===== src/rtl/ebalu_pkg.sv =====
// ebalu_pkg: request/response types and operation codes for the 8-bit ALU.
// No dependencies; used by eight_bit_alu_with_flags.
package ebalu_pkg;

	// Flag bit positions inside a 4-bit flag field
	localparam int unsigned FLAG_Z = 3;
	localparam int unsigned FLAG_N = 2;
	localparam int unsigned FLAG_H = 1;
	localparam int unsigned FLAG_C = 0;

	// Operation codes
	localparam logic [4:0] OP_ADD   = 5'd0;
	localparam logic [4:0] OP_ADC   = 5'd1;
	localparam logic [4:0] OP_SUB   = 5'd2;
	localparam logic [4:0] OP_SBC   = 5'd3;
	localparam logic [4:0] OP_AND   = 5'd4;
	localparam logic [4:0] OP_XOR   = 5'd5;
	localparam logic [4:0] OP_OR    = 5'd6;
	localparam logic [4:0] OP_CP    = 5'd7;
	localparam logic [4:0] OP_INC8  = 5'd8;
	localparam logic [4:0] OP_DEC8  = 5'd9;
	localparam logic [4:0] OP_RLC   = 5'd10;
	localparam logic [4:0] OP_RRC   = 5'd11;
	localparam logic [4:0] OP_RL    = 5'd12;
	localparam logic [4:0] OP_RR    = 5'd13;
	localparam logic [4:0] OP_SLA   = 5'd14;
	localparam logic [4:0] OP_SRA   = 5'd15;
	localparam logic [4:0] OP_SWAP  = 5'd16;
	localparam logic [4:0] OP_SRL   = 5'd17;
	localparam logic [4:0] OP_BIT   = 5'd18;
	localparam logic [4:0] OP_RES   = 5'd19;
	localparam logic [4:0] OP_SET   = 5'd20;
	localparam logic [4:0] OP_DAA   = 5'd21;
	localparam logic [4:0] OP_CPL   = 5'd22;
	localparam logic [4:0] OP_CCF   = 5'd23;
	localparam logic [4:0] OP_SCF   = 5'd24;
	localparam logic [4:0] OP_ADDHL = 5'd25;
	localparam logic [4:0] OP_ADDSP = 5'd26;
	localparam logic [4:0] OP_LDHLSP = 5'd27;
	localparam logic [4:0] OP_INC16 = 5'd28;
	localparam logic [4:0] OP_DEC16 = 5'd29;

	// Decimal adjust constants
	localparam logic [7:0] DAA_LO_ADJ = 8'h06;
	localparam logic [7:0] DAA_HI_ADJ = 8'h60;
	localparam logic [3:0] DAA_LO_MAX = 4'h9;
	localparam logic [7:0] DAA_MAX    = 8'h99;

	typedef struct packed {
		logic [4:0]  action;
		logic [15:0] operand_x;
		logic [15:0] operand_y;
		logic [2:0]  bit_index;
		logic [3:0]  flags_in;
	} req_t;

	typedef struct packed {
		logic [15:0] result_value;
		logic [3:0]  flags_out;
	} rsp_t;

endpackage


===== src/rtl/eight_bit_alu_with_flags.sv =====
// eight_bit_alu_with_flags: 8-bit CPU ALU with Z/N/H/C flags, two-register pipeline.
// Depends on ebalu_pkg (request/response structs, operation codes).
//
// Usage:
//  - Request channel (req_valid/req_ready/req): one operation per request:
//    action code, two 16-bit operands, a bit index and the incoming flags.
//  - Response channel (rsp_valid/rsp_ready/rsp): the result value and new
//    flags, one response per request, in request order.
//  - Path: an accepted request is loaded into the input register, computed,
//    and loaded into the result register, which drives the response.
//  - Throughput: one request per cycle while rsp_ready stays high. The whole
//    operation is one pass of combinational logic between the input register
//    (_s1) and the result register (_s2); no iteration, no state between requests.
//  - Stall: when rsp_ready is low, the response holds in the result
//    register; the input register still takes a request if it is empty,
//    so up to two requests sit in the block before req_ready drops.
//  - Reset (arst_n low, asynchronous) empties both stages; there is no
//    other state. Unused action codes return operand_x and flags_in.
module eight_bit_alu_with_flags (
	input  logic              clk,
	input  logic              arst_n,
	input  logic              req_valid,
	output logic              req_ready,
	input  ebalu_pkg::req_t   req,
	output logic              rsp_valid,
	input  logic              rsp_ready,
	output ebalu_pkg::rsp_t   rsp
);

	// ---------------- pipeline control ----------------
	logic            valid_s1;
	logic            valid_s2;
	logic            adv_s2;   // stage 2 loads this cycle
	logic            adv_s1;   // stage 1 loads this cycle
	ebalu_pkg::req_t req_s1;
	ebalu_pkg::rsp_t rsp_s2;
	ebalu_pkg::rsp_t rsp_next;

	// Stage 2 can load when empty or when its response leaves now
	assign adv_s2    = valid_s1 && (!valid_s2 || rsp_ready);
	// Stage 1 can load when empty or when its request moves on now
	assign req_ready = !valid_s1 || adv_s2;
	assign adv_s1    = req_valid && req_ready;

	always_ff @(posedge clk or negedge arst_n) begin
		if (!arst_n) begin
			valid_s1 <= 1'b0;
			valid_s2 <= 1'b0;
		end else begin
			if (req_ready)
				valid_s1 <= req_valid;
			if (!valid_s2 || rsp_ready)
				valid_s2 <= valid_s1;
		end
	end

	always_ff @(posedge clk) begin
		if (adv_s1)
			req_s1 <= req;
		if (adv_s2)
			rsp_s2 <= rsp_next;
	end

	assign rsp_valid = valid_s2;
	assign rsp       = rsp_s2;

	// ---------------- operation logic ----------------
	logic [4:0]  op;
	logic [15:0] x, y;
	logic [7:0]  a, v;
	logic [3:0]  fin;
	logic        cin;
	logic        cy_add, cy_sub;   // carry/borrow in for adc/sbc
	logic [8:0]  add9, sub9;
	logic [4:0]  addh5, subh5;
	logic [7:0]  inc8, dec8;
	logic [7:0]  bmask;
	logic [7:0]  daa_adj;
	logic        daa_lo, daa_hi;
	logic [7:0]  daa_res;
	logic [16:0] hl17;
	logic [12:0] hl13;
	logic [15:0] sp16;
	logic [4:0]  sph5;
	logic [8:0]  spc9;
	logic [7:0]  r8;
	logic        r8_used;
	logic [15:0] r16;
	logic [3:0]  f;

	assign op  = req_s1.action;
	assign x   = req_s1.operand_x;
	assign y   = req_s1.operand_y;
	assign fin = req_s1.flags_in;
	assign a   = x[7:0];
	assign v   = y[7:0];
	assign cin = fin[ebalu_pkg::FLAG_C];

	assign cy_add = (op == ebalu_pkg::OP_ADC) && cin;
	assign cy_sub = (op == ebalu_pkg::OP_SBC) && cin;

	assign add9  = {1'b0, a} + {1'b0, v} + {8'd0, cy_add};
	assign addh5 = {1'b0, a[3:0]} + {1'b0, v[3:0]} + {4'd0, cy_add};
	// Bit 8 / bit 4 of the difference is the borrow
	assign sub9  = {1'b0, a} - {1'b0, v} - {8'd0, cy_sub};
	assign subh5 = {1'b0, a[3:0]} - {1'b0, v[3:0]} - {4'd0, cy_sub};

	assign inc8  = a + 8'd1;
	assign dec8  = a - 8'd1;
	assign bmask = 8'd1 << req_s1.bit_index;

	// Decimal adjust
	always_comb begin
		daa_lo  = 1'b0;
		daa_hi  = 1'b0;
		daa_adj = 8'd0;
		daa_res = 8'd0;
		if (fin[ebalu_pkg::FLAG_N]) begin
			daa_lo  = fin[ebalu_pkg::FLAG_H];
			daa_hi  = fin[ebalu_pkg::FLAG_C];
			daa_adj = (daa_lo ? ebalu_pkg::DAA_LO_ADJ : 8'd0)
			        | (daa_hi ? ebalu_pkg::DAA_HI_ADJ : 8'd0);
			daa_res = a - daa_adj;
		end else begin
			daa_lo  = fin[ebalu_pkg::FLAG_H] || (a[3:0] > ebalu_pkg::DAA_LO_MAX);
			daa_hi  = fin[ebalu_pkg::FLAG_C] || (a > ebalu_pkg::DAA_MAX);
			daa_adj = (daa_lo ? ebalu_pkg::DAA_LO_ADJ : 8'd0)
			        | (daa_hi ? ebalu_pkg::DAA_HI_ADJ : 8'd0);
			daa_res = a + daa_adj;
		end
	end

	// 16-bit HL add: H from bit 11, C from bit 15
	assign hl17 = {1'b0, x} + {1'b0, y};
	assign hl13 = {1'b0, x[11:0]} + {1'b0, y[11:0]};

	// SP plus signed byte: flags from unsigned low-nibble and low-byte adds
	assign sp16 = x + {{8{v[7]}}, v};
	assign sph5 = {1'b0, x[3:0]} + {1'b0, v[3:0]};
	assign spc9 = {1'b0, x[7:0]} + {1'b0, v};

	always_comb begin
		r8      = 8'd0;
		r8_used = 1'b1;
		r16     = x;
		f       = fin;
		case (op)
			ebalu_pkg::OP_ADD, ebalu_pkg::OP_ADC: begin
				r8 = add9[7:0];
				f  = {(add9[7:0] == 8'd0), 1'b0, addh5[4], add9[8]};
			end
			ebalu_pkg::OP_SUB, ebalu_pkg::OP_SBC: begin
				r8 = sub9[7:0];
				f  = {(sub9[7:0] == 8'd0), 1'b1, subh5[4], sub9[8]};
			end
			ebalu_pkg::OP_CP: begin
				r8_used = 1'b0;   // compare keeps the full operand
				f  = {(sub9[7:0] == 8'd0), 1'b1, subh5[4], sub9[8]};
			end
			ebalu_pkg::OP_AND: begin
				r8 = a & v;
				f  = {((a & v) == 8'd0), 1'b0, 1'b1, 1'b0};
			end
			ebalu_pkg::OP_XOR: begin
				r8 = a ^ v;
				f  = {((a ^ v) == 8'd0), 3'b000};
			end
			ebalu_pkg::OP_OR: begin
				r8 = a | v;
				f  = {((a | v) == 8'd0), 3'b000};
			end
			ebalu_pkg::OP_INC8: begin
				r8 = inc8;
				f  = {(inc8 == 8'd0), 1'b0, (inc8[3:0] == 4'h0), cin};
			end
			ebalu_pkg::OP_DEC8: begin
				r8 = dec8;
				f  = {(dec8 == 8'd0), 1'b1, (dec8[3:0] == 4'hF), cin};
			end
			ebalu_pkg::OP_RLC: begin
				r8 = {a[6:0], a[7]};
				f  = {(a == 8'd0), 2'b00, a[7]};
			end
			ebalu_pkg::OP_RRC: begin
				r8 = {a[0], a[7:1]};
				f  = {(a == 8'd0), 2'b00, a[0]};
			end
			ebalu_pkg::OP_RL: begin
				r8 = {a[6:0], cin};
				f  = {({a[6:0], cin} == 8'd0), 2'b00, a[7]};
			end
			ebalu_pkg::OP_RR: begin
				r8 = {cin, a[7:1]};
				f  = {({cin, a[7:1]} == 8'd0), 2'b00, a[0]};
			end
			ebalu_pkg::OP_SLA: begin
				r8 = {a[6:0], 1'b0};
				f  = {(a[6:0] == 7'd0), 2'b00, a[7]};
			end
			ebalu_pkg::OP_SRA: begin
				r8 = {a[7], a[7:1]};
				f  = {(a[7:1] == 7'd0), 2'b00, a[0]};
			end
			ebalu_pkg::OP_SWAP: begin
				r8 = {a[3:0], a[7:4]};
				f  = {(a == 8'd0), 3'b000};
			end
			ebalu_pkg::OP_SRL: begin
				r8 = {1'b0, a[7:1]};
				f  = {(a[7:1] == 7'd0), 2'b00, a[0]};
			end
			ebalu_pkg::OP_BIT: begin
				r8_used = 1'b0;   // bit test keeps the full operand
				f  = {((a & bmask) == 8'd0), 1'b0, 1'b1, cin};
			end
			ebalu_pkg::OP_RES: begin
				r8 = a & ~bmask;
			end
			ebalu_pkg::OP_SET: begin
				r8 = a | bmask;
			end
			ebalu_pkg::OP_DAA: begin
				r8 = daa_res;
				f  = {(daa_res == 8'd0), fin[ebalu_pkg::FLAG_N], 1'b0,
				      cin | (~fin[ebalu_pkg::FLAG_N] & daa_hi)};
			end
			ebalu_pkg::OP_CPL: begin
				r8 = ~a;
				f  = {fin[ebalu_pkg::FLAG_Z], 2'b11, cin};
			end
			ebalu_pkg::OP_CCF: begin
				r8_used = 1'b0;
				f  = {fin[ebalu_pkg::FLAG_Z], 2'b00, ~cin};
			end
			ebalu_pkg::OP_SCF: begin
				r8_used = 1'b0;
				f  = {fin[ebalu_pkg::FLAG_Z], 2'b00, 1'b1};
			end
			ebalu_pkg::OP_ADDHL: begin
				r8_used = 1'b0;
				r16 = hl17[15:0];
				f   = {fin[ebalu_pkg::FLAG_Z], 1'b0, hl13[12], hl17[16]};
			end
			ebalu_pkg::OP_ADDSP, ebalu_pkg::OP_LDHLSP: begin
				r8_used = 1'b0;
				r16 = sp16;
				f   = {2'b00, sph5[4], spc9[8]};
			end
			ebalu_pkg::OP_INC16: begin
				r8_used = 1'b0;
				r16 = x + 16'd1;
			end
			ebalu_pkg::OP_DEC16: begin
				r8_used = 1'b0;
				r16 = x - 16'd1;
			end
			default: begin
				r8_used = 1'b0;   // unused codes pass operand and flags through
			end
		endcase
	end

	// 8-bit results come back with a zero high byte
	assign rsp_next.result_value = r8_used ? {8'd0, r8} : r16;
	assign rsp_next.flags_out    = f;

endmodule


===== config.mk =====
export PLATFORM = sky130hd
export DESIGN_NAME = eight_bit_alu_with_flags
export DESIGN_NICKNAME = d
export VERILOG_FILES = /design/src/rtl/ebalu_pkg.sv /design/src/rtl/eight_bit_alu_with_flags.sv
export SDC_FILE = /design/constraint.sdc
export NUM_CORES = 1
export LEC_CHECK = 0
export ABC_AREA = 1
export BUFFER_PORTS_ARGS = -buffer_cell sky130_fd_sc_hd__buf_2
export CAP_MARGIN = 15
export CORE_MARGIN = 2
export CORE_UTILIZATION = 52
export DETAILED_ROUTE_END_ITERATION = 12
export PLACE_DENSITY_LB_ADDON = 0.1
export SYNTH_ARGS = -nofsm -noshare
export SYNTH_HDL_FRONTEND = slang
export SYNTH_SLANG_ARGS = --single-unit

===== constraint.sdc =====
create_clock -name clk -period 5.9 [get_ports clk]
set_input_delay 0.295 -clock clk [delete_from_list [all_inputs] [get_ports clk]]
set_output_delay 0.295 -clock clk [all_outputs]
set_load 0.05 [all_outputs]

==> summary.txt, run 1 <==
GP Congestion: 0.9976
Metal-1 WL: 11790 µm
Met2 WL: 11000 µm
Ys Warns: 0
Synth Register Bits: 66
Pin count of the biggest net entering global routing: 45
Post-synth EDFFs: 64
Slew Limit Fails: 0
Crit path time final: 4.028 ns
Max-capacitance violation count: 0
Post-CTS setup buffer count: 0
Die Span Y: 125.7 µm
First-pass GRT wire length: 41680 µm
Top sig layer: met4
Area of the mapped netlist: 7697 µm²
CP endpoint kind: flop
Diode count: 0
Peak VDD IR: 0.1411 mV
CP Data Required Time: 5.99 ns
CTS Hold Bufs: 1
Syn nets: 1283
R2r setup slk: 1.87 ns
Synth top area cells: edfxtp_1, nand2_1, ha_1
R2R Path End: rsp[3]$_DFFE_PP_
Routed via count: 8401
Netlist cell types: 52
Root Buffer: clkbuf_16
Final TNS setup: 0 ns
Hold crit path type: in -> reg
Register area share after synthesis: 0.2562
Skew final: 0.008143 ns
Final global-route overflow total: 0
Most used DFF post-synth: edfxtp_1
Layout cells sized above 1: 0.1071
Vias per cell: 5.929
Initial DRC count: 1068
Synth top cells by count: nand2_1, inv_1, nor2_1
RR Startpoint: x[0]$_DFFE_PP_
Vias in the first global route: 7594
FF-to-FF path depth: 26
Drt total wl: 26530 µm
DRT antenna net count: 0
# fillers: 1467
WS Path Type: reg -> reg
Total GRT Usage: 0.3393
CP Max Fanout: 16
Worst Max-Slew Pin Slew: 1.121 ns
Slew HR: 0.2472
Core Footprint: 14480 µm²
Post-synth ARST share: 0.03030
Hold endpoint: x[15]$_DFFE_PP_
Min-Delay Startpoint: req[38]
Clk_lat worst skew: 0.35 ns
Num CTS Buffers: 9
Die W: 125.7 µm
Wirelength per Cell: 18.72 µm
Part of the cycle the worst path needs: 0.6827
Port Buffers: 69
Site Rows: 44
Die Footprint: 15790 µm²
Final #Nets: 1351
Clock-pin slew on the worst setup and hold paths: 0.06 ns
Fmax: 248.3 MHz
Endpoints failing setup: 0
Fin. Hold Viols: 0
TritonCTS Sinks: 66
Mapped Avg Cell Area: 6.636 µm²
Leak: 4.280 nW
Unrepaired setup endpoints after global routing: false
Synth top area share: 0.2497
Placed Area: 8228 µm²
Area Overhead vs Synth: 10.45%
Hold Path Depth: 1
Startpoint Class: flop
CTS tree: built
Arrival time at the worst endpoint: 4.12 ns
Area leader, netlist: edfxtp_1
Initial antenna violation count: 0
DRC Markers: 0
Initial Utilization: 0.5316
Drt first pass iters: 6
Clk buf depth: 2
Fin area: 8502 µm²
Post-DP HPWL: 20700 µm
DR WL met3: 2752 µm
CTS resizes: 0
# IOs: 70
Most instantiated library cell after synthesis: nand2_1
H-tree depth: 3
Cells after synthesis: 1160
Status: completed
Pwr Density: 227.3 nW/µm²
==> where the power goes <==
| group | internal, W | switching, W | leakage (nW) | total [W] |
|---|---|---|---|---|
| clock | 0.000281 | 0.000207 | 0.130 | 0.000488 |
| combinational | 0.000248 | 0.000579 | 3.51 | 0.000827 |
| sequential | 0.000579 | 0.0000386 | 0.641 | 0.000618 |
| total | 0.00111 | 0.000825 | 4.28 | 0.00193 |
==> worst max-delay path: stages (launching register included) <==
cell and delay, ns:
edfxtp_1 0.72, inv_1 0.43, ha_1 0.35, inv_1 0.06
nor2_1 0.05, nor2_1 0.10, nand2_1 0.08, nand2_1 0.06
nand3_1 0.06, nand2_1 0.09, inv_1 0.07, ha_1 0.29
nand2_1 0.07, nand2_1 0.06, ha_1 0.34, nand2_1 0.10
inv_1 0.04, a21oi_1 0.17, nand2_1 0.07, nand2_1 0.07
nand2_1 0.05, nand2_1 0.05, nor2_1 0.04, nand3_1 0.06
nand4_1 0.08, nor2_1 0.12, nand3_1 0.07
==> worst max-delay path by stage <==
stage	from	depth (start not counted)	endpoint
3_3_place_gp	x[0]$_DFFE_PP_	26	rsp[3]$_DFFE_PP_
3_5_place_dp	x[0]$_DFFE_PP_	26	rsp[3]$_DFFE_PP_
2_1_floorplan	x[1]$_DFFE_PP_	27	rsp[3]$_DFFE_PP_
4_1_cts	x[0]$_DFFE_PP_	26	rsp[3]$_DFFE_PP_
5_1_grt	x[0]$_DFFE_PP_	26	rsp[3]$_DFFE_PP_
6_report	x[0]$_DFFE_PP_	26	rsp[3]$_DFFE_PP_
==> cell families after synthesis <==
kind of cell	after synthesis	share of synthesized area
DFF	66	0.2562
and+or+nand+nor	639	0.3661
buffers and inverters	188	0.09460
xor gates and xnor gates	20	0.02276
AOI/OAI and AO/OA	172	0.1346
adders and majority gates	75	0.1258
==> layer usage <==
metal / track usage / vias up
li1: - / 4051
met2: 0.4868 / 463
met1: 0.4969 / 3802
met3: 0.06245 / 85
met5: 0 / -
met4: 0.1523 / 0
==> placed cells by master, fill, tap and decap left out, types with 3 or more instances in the layout <==
cell type	instances
xnor2_1	3
nor2_1	103
nor2_2	7
inv_2	9
nand3_1	98
fa_1	4
edfxtp_1	64
o2111ai_1	5
a221oi_1	3
o21bai_1	9
buf_4	6
o22ai_1	33
xor2_1	17
inv_1	159
nor4_1	9
or2_2	4
nand4_1	27
nand2_1	342
ha_1	71
clkinv_2	3
a31oi_1	10
buf_2	69
o21ai_0	43
nand4_2	3
a21oi_1	45
clkbuf_16	9
nor3_1	17
nand3b_1	6
o221ai_1	8
o211ai_1	4
nand2_2	10
==> layout make-up <==
class | instances | area, µm² | area share
multi-input combinational | 906 | 5001 | 0.5882
sequential | 66 | 1972 | 0.2319
inverter | 169 | 634.4 | 0.07461
timing repair buffer | 76 | 400.4 | 0.04709
tap | 184 | 230.2 | 0.02708
clock buffer | 10 | 229.0 | 0.02693
clock inverter | 6 | 35.03 | 0.004121
==> metrics by stage <==
step                hold slack [ns]  setup WS (ns)  std cells  power, W  utilization
floorplan                -0.0005911          2.172       1160  0.001216            -
global placement            0.08230          2.130       1400  0.001428       0.5683
detailed placement          0.08928          2.005       1400  0.001429       0.5683
CTS                          0.1096          1.986       1417  0.001923       0.5872
global route                 0.1101          1.467       1417  0.002057       0.5872
finish                       0.1127          1.872       1417  0.001932       0.5872
==> state kept, by name (all words and copies together) (netlist names) <==
name / count
rsp_valid: 1
req_s1: 3
op: 5
x: 16
rsp: 20
y: 16
valid_s1: 1
fin: 4
Power figures use the tool's default switching activity.
==> inputs of run 2 (changes only) <==
- ABC_AREA: 1 -> 0
- clock period: 5.9 -> 3.25 ns (I/O delays scaled with it)
==> summary.txt, run 2 <==
Mapped Avg Cell Area: 8.690 µm² (+31%)
Register area share after synthesis: 0.2812 (+0.02500)
Leak: 4.187 nW (-2.2%)
Crit path largest cell delay: 0.51 ns (-0.21 ns)
DRT antenna net count: 0 (unchanged)
Most used DFF post-synth: edfxtp_1
Die Span Y: 120.1 µm (-4.4%)
Synth top cells by count: ha_1, edfxtp_1, nand2_1
Cells after DPL: 1138 (-19%)
Initial Utilization: 0.5317 (about the same)
Most instantiated library cell after synthesis: ha_1
Cell Count, Final, Fillers Out: 1223 (-14%)
Net Sw Frac: 0.3913 (-0.03553)
Initial DRC count: 1394 (+31%)
Status: complete, but fails checks
Most used routing layer: met2
Endpoints failing setup: 12 (+12)
H-tree depth: 3 (unchanged)
GP Congestion: 1.073 (+7.5%)
Worst Max-Slew Pin Slew: 1.187 ns (+0.06577 ns)
Violated checks: hold timing, setup timing
Root Buffer: clkbuf_16
Post-DP HPWL: 21210 µm (+2.4%)
Met1 usage: 0.5337 (+0.03684)
Ys Warns: 0 (unchanged)
First-pass GRT wire length: 43790 µm (+5.1%)
Drt first pass iters: 6 (unchanged)
Num CTS Buffers: 9 (unchanged)
DRC Markers: 0 (unchanged)
Final setup margin: -0.2371 ns (-2.109 ns)
Area leader, netlist: edfxtp_1
Max-capacitance violation count: 0 (unchanged)
CP Max Fanout: 7 (-9)
Place WS: -0.3526 ns (-2.357 ns)
Part of the cycle the worst path needs: 1.073 (+0.3903)
WS Path Type: reg -> reg
Core Footprint: 13190 µm² (-8.9%)
GRT met3 Usage: 0.07700 (+0.01455)
Arrival time at the worst endpoint: 3.59 ns (-0.53 ns)
Number of flip-flops in the largest register: 20 (unchanged)
Fin. Hold Viols: 1 (+1)
Cells after synthesis: 807 (-30%)
Initial antenna violation count: 0 (unchanged)
Clock Power Share: 0.251 (about the same)
# fillers: 870 (-41%)
Reg power frac: 0.273 (-0.047)
Clk buf depth: 2 (unchanged)
Synth top area share: 0.2740 (+0.02437)
Combinational power share: 0.476 (+0.048)
Wirelength per Cell: 25.56 µm (+37%)
Met2 Use GR: 0.6424 (+0.1556)
Unrepaired setup endpoints after global routing: true
Diode count: 0 (unchanged)
Slew Limit Fails: 0 (unchanged)
Vias in the first global route: 7656 (+0.82%)
Drt total wl: 31260 µm (+18%)
Synth top area cells: edfxtp_1, ha_1, xnor2_1
Commonest non-fill, non-tap cell in the layout: buf_4
# IOs: 70 (unchanged)
Post-synth EDFFs: 64 (unchanged)
Switch Pwr: 0.001550 W (+88%)
Total GRT Usage: 0.4018 (+0.06254)
Fmax: 286.8 MHz (+16%)
Die Footprint: 14430 µm² (-8.6%)
Site Rows: 42 (-4.5%)
Synth Register Bits: 66 (unchanged)
Most frequent cells in the layout: buf_4, buf_2, edfxtp_1
Pwr Density: 392.5 nW/µm² (+73%)
CTS tree: built
Hold crit path type: in -> reg
Peak VDD IR: 0.3075 mV (+120%)
Area of the mapped netlist: 7013 µm² (-8.9%)
TritonCTS Sinks: 66 (unchanged)
Final global-route overflow total: 0 (unchanged)
Clock-pin slew on the worst setup and hold paths: 0.06 ns (about the same)
Post-synth ARST share: 0.03030 (unchanged)
Crit path time final: 3.487 ns (-0.5408 ns)
Routed via count: 8270 (-1.6%)
Final #Nets: 1165 (-14%)
WHS: -0.001517 ns (-0.1142 ns)
Syn nets: 930 (-28%)
Vias per cell: 6.762 (+14%)
Crit-path slowest cell: ha_1
Area Overhead vs Synth: 43.91%
Internal: 0.002411 W (+120%)
Pin count of the biggest net entering global routing: 45 (unchanged)
Skew final: 0.009669 ns (+0.001527 ns)
Port Buffers: 69 (unchanged)
CP endpoint kind: flop
Die W: 120.1 µm (-4.4%)
Layout cells sized above 1: 0.3410 (+0.2339)
Crit path cell chain: buf_4 > inv_1 > buf_4 > ha_1 > nand3_1 > a2bb2oi_2 > buf_4 > a21oi_2 > a31oi_2 > nor3_1 > xor2_1 > a221oi_1 > nor2_1
CP Data Required Time: 3.35 ns (-2.64 ns)
Cell mode on critical path: buf_4
Clk_lat worst skew: 0.36 ns (about the same)
Slew HR: 0.2089 (-0.03823)
Netlist cell types: 77 (+48%)
Startpoint Class: flop
run 2: cell count changes after synthesis, moves of 13 or more:
cell,previous run,this run
o22ai_1,33,12
buf_2,3,16
nor2b_1,0,17
xnor2_1,3,42
inv_1,160,37
nand3_1,98,25
nand2b_1,0,14
nand4_1,27,11
nor2_1,103,57
or3_1,0,14
nand2_1,342,58
run 2: what timing repair did:
item / CTS / global route
pin swaps: 25 / 50
resized for setup: 40 / 90
hold buffers: 44 / 0
hold endpoints to repair: 45 / 0
endpoints found under the setup margin: 17 / 18
buffers inserted: 9 / 19
run 2: final timing paths:
check                                     start                    end  slack, ns  depth (start not counted)
setup reg to reg                 y[3]$_DFFE_PP_  rsp[16]$_SDFFCE_PN0P_      -0.24                         13
hold reg to reg            valid_s1$_DFFE_PN0N_  rsp_valid$_DFFE_PN0P_       0.56                          1
min in group asynchronous                arst_n  rsp_valid$_DFFE_PN0P_       0.12                          2
hold / removal                          req[38]        x[15]$_DFFE_PP_     -0.002                          1
setup / recovery                 y[3]$_DFFE_PP_  rsp[16]$_SDFFCE_PN0P_      -0.24                         13
max in group asynchronous                arst_n   valid_s1$_DFFE_PN0N_       3.02                          2
run 2: power by group through the flow:
stage / logic (W) / registers, W / clock network, W
finish: 0.00188 / 0.00108 / 0.000995
global route: 0.00196 / 0.00108 / 0.00102
floorplan: 0.000833 / 0.00118 / 0
global placement: 0.00144 / 0.00109 / 0
CTS: 0.00161 / 0.00108 / 0.000978
detailed placement: 0.00148 / 0.00109 / 0
run 2: kinds of logic (layout without fill, tap and decap cells):
family	count (synthesis)	in the layout	synth area share
and+or+nand+nor	276	276	0.2029
AOI/OAI and AO/OA	239	239	0.2375
buffers and inverters	82	322	0.04888
adders and majority gates	75	75	0.1381
DFF	66	66	0.2812
xor gates and xnor gates	60	60	0.07493
muxes	9	9	0.01659
run 2: final cells by class:
cell class	instances	area (µm²)	share of cell area
Clock buffer	10	229.0	0.02269
Clock inverter	6	57.56	0.005703
Sequential cell	66	1972	0.1954
Tap cell	176	220.2	0.02182
Multi-Input combinational cell	659	5480	0.5430
Timing Repair Buffer	267	1979	0.1961
Inverter	39	153.9	0.01525
run 2: critical path: cells and delay by family (launching register included):
| kind | cells | cell delay, ns |
|---|---|---|
| xor gates and xnor gates | 1 | 0.13 |
| AOI/OAI and AO/OA | 4 | 0.94 |
| buffers and inverters | 4 | 0.55 |
| DFF | 1 | 0.35 |
| and+or+nand+nor | 3 | 0.74 |
| adders and majority gates | 1 | 0.51 |
run 2: per-layer routing:
| layer | vias to the layer above | share of wire |
|---|---|---|
| met5 | - | 0 |
| met4 | 0 | 0.058 |
| met2 | 714 | 0.45 |
| li1 | 3527 | - |
| met3 | 171 | 0.12 |
| met1 | 3858 | 0.37 |
run 2: through the flow:
step | total power [W] | TNS, ns | utilization | area [µm²]
floorplan | 0.002014 | -0.6911 | - | 7193
global route | 0.004063 | -2.644 | 0.7651 | 10090
finish | 0.003961 | -1.357 | 0.7651 | 10090
detailed placement | 0.002571 | -2.140 | 0.6444 | 8499
global placement | 0.002531 | -0.9049 | 0.6444 | 8499
CTS | 0.003661 | -0.7460 | 0.7186 | 9479
==> inputs of run 3 (changes only) <==
- PLACE_DENSITY: unset -> 0.85
- PLACE_DENSITY_LB_ADDON: 0.1 -> unset
==> summary.txt, run 3 (same netlist as run 2, synthesis figures left out) <==
CTS tree: built
R2R Path End: rsp[17]$_SDFFCE_PN0P_
Die W: 120.1 µm (unchanged)
Switch Pwr: 0.001509 W (-2.6%)
Pin count of the biggest net entering global routing: 45 (unchanged)
Internal: 0.002423 W (+0.48%)
Vias per cell: 6.791 (+0.42%)
Placed Area: 8334 µm² (-1.9%)
Clk buf depth: 2 (unchanged)
Clk_lat worst skew: 0.37 ns (about the same)
H-tree depth: 3 (unchanged)
Die Span Y: 120.1 µm (unchanged)
Fin. Hold Viols: 0 (-1)
Drt first pass iters: 7 (+1)
Clock Power Share: 0.282 (+0.031)
Initial antenna violation count: 0 (unchanged)
Fmax: 285.8 MHz (-0.35%)
Slew Limit Fails: 0 (unchanged)
Most frequent cells in the layout: buf_4, buf_2, edfxtp_1
RR Startpoint: y[2]$_DFFE_PP_
# IOs: 70 (unchanged)
Part of the cycle the worst path needs: 1.077 (+0.003764)
Unrepaired setup endpoints after global routing: true
Peak VDD IR: 0.3125 mV (+1.6%)
Min-Delay Startpoint: req[7]
Leak: 4.001 nW (-4.5%)
Fin area: 9703 µm² (-3.9%)
Slew HR: 0.2505 (+0.04161)
Core Footprint: 13190 µm² (unchanged)
# fillers: 907 (+4.3%)
FF-to-FF path depth: 15 (+2)
Number of flip-flops in the largest register: 20 (unchanged)
Vias in the first global route: 7478 (-2.3%)
Commonest non-fill, non-tap cell in the layout: buf_4
Clock-pin slew on the worst setup and hold paths: 0.06 ns (about the same)
Final setup margin: -0.2494 ns (-0.01223 ns)
Final #Nets: 1132 (-2.8%)
Layout cells sized above 1: 0.3136 (-0.02736)
Port Buffers: 69 (unchanged)
Crit path time final: 3.499 ns (+0.01223 ns)
Cells after DPL: 1116 (-1.9%)
Max-capacitance violation count: 0 (unchanged)
Diode count: 0 (unchanged)
Area Overhead vs Synth: 38.36%
Post-layout power: 0.003932 W (-0.74%)
Final global-route overflow total: 0 (unchanged)
Status: complete, but fails checks
DRT antenna net count: 0 (unchanged)
Reg power frac: 0.273 (about the same)
Wirelength per Cell: 23.71 µm (-7.2%)
GP Congestion: 1.068 (-0.43%)
Drt total wl: 28220 µm (-9.7%)
Initial Utilization: 0.5317 (unchanged)
Hold crit path type: in -> reg
WS Path Type: reg -> reg
R2r setup slk: -0.25 ns (about the same)
Skew final: 0.01391 ns (+0.004243 ns)
Pwr Density: 405.2 nW/µm² (+3.2%)
Arrival time at the worst endpoint: 3.59 ns (about the same)
Die Footprint: 14430 µm² (unchanged)
Cell Count, Final, Fillers Out: 1190 (-2.7%)
Violated checks: setup timing
First-pass GRT wire length: 41140 µm (-6.0%)
Worst Max-Slew Pin Slew: 1.124 ns (-0.06241 ns)
CP Data Required Time: 3.34 ns (about the same)
TritonCTS Sinks: 66 (unchanged)
Total GRT Usage: 0.3783 (-0.02354)
Net Sw Frac: 0.3838 (-0.007496)
Routed via count: 8081 (-2.3%)
CP Max Fanout: 3 (-4)
Initial DRC count: 1435 (+2.9%)
WHS: 0.004984 ns (+0.006501 ns)
Root Buffer: clkbuf_16
Hold Path Depth: 1 (unchanged)
Hold endpoint: y[0]$_DFFE_PP_
CP endpoint kind: flop
Startpoint Class: flop
DRC Markers: 0 (unchanged)
Num CTS Buffers: 9 (unchanged)
Post-DP HPWL: 19550 µm (-7.8%)
Endpoints failing setup: 9 (-3)
Combinational power share: 0.445 (-0.031)
Site Rows: 42 (unchanged)
Final TNS setup: -0.9135 ns (+0.4440 ns)
[run 3: worst max-delay path by stage]
stage                                from                     to  slack [ns]  cells after the start
final                      y[2]$_DFFE_PP_  rsp[17]$_SDFFCE_PN0P_       -0.25                     15
after global routing       y[1]$_DFFE_PP_  rsp[17]$_SDFFCE_PN0P_       -0.31                     15
after CTS                  y[2]$_DFFE_PP_  rsp[19]$_SDFFCE_PN0P_       -0.20                     15
after detailed placement   y[0]$_DFFE_PP_  rsp[19]$_SDFFCE_PN0P_       -0.29                     15
after global placement    op[2]$_DFFE_PP_       rsp[7]$_DFFE_PP_       -0.15                     13
after floorplan            y[1]$_DFFE_PP_  rsp[19]$_SDFFCE_PN0P_       -0.21                     15
[run 3: through the flow]
step                      utilization  setup WS [ns]
after floorplan                     -        -0.2125
after global placement         0.6319        -0.1530
after detailed placement       0.6319        -0.2859
after CTS                      0.7000        -0.1972
after global routing           0.7356        -0.3074
final                          0.7356        -0.2494
[run 3: timing repair]
| action | in CTS | in global routing |
|---|---|---|
| setup endpoints to repair | 15 | 16 |
| gates cloned | 0 | 0 |
| hold buffers | 44 | 0 |
| endpoints found under the hold margin | 45 | 0 |
| pin swaps | 14 | 47 |
| setup buffers | 4 | 13 |
| gates resized for setup | 26 | 77 |
[run 3: cell type report]
cell class              instances  area (µm²)  share of cell area
clock inverters                 7       100.1             0.01032
multi-input cells             659        5325              0.5488
inverters                      39       151.4             0.01560
flip-flops and latches         66        1972              0.2032
clock buffers                   9       225.2             0.02321
repair buffers                234        1709              0.1761
well taps                     176       220.2             0.02270
[run 3: worst max-delay path, cell delays in order, from the launching register on]
cell	delay [ns]
edfxtp_1	0.41
inv_2	0.08
nand3_2	0.08
or3_4	0.34
or3_4	0.38
ha_4	0.22
mux2_4	0.27
ha_4	0.27
and2_4	0.13
and3_4	0.21
nand3_4	0.10
nand2b_4	0.16
and3_4	0.16
xnor2_1	0.12
a22oi_1	0.17
o22ai_1	0.13
[run 3: layer usage]
metal,GRT usage,wire length [µm],up-vias
met5,0,0,-
met4,0.1897,1697,0
met3,0.09030,3524,173
met2,0.5980,12540,729
met1,0.4824,10460,3714
li1,-,-,3465
[run 3: power by group through the flow]
stage / combinational (W) / sequential [W] / clock, W
6_report: 0.00175 / 0.00107 / 0.00111
3_3_place_gp: 0.00139 / 0.00108 / 0
4_1_cts: 0.00151 / 0.00107 / 0.00110
2_1_floorplan: 0.000833 / 0.00118 / 0
3_5_place_dp: 0.00142 / 0.00108 / 0
5_1_grt: 0.00183 / 0.00108 / 0.00114
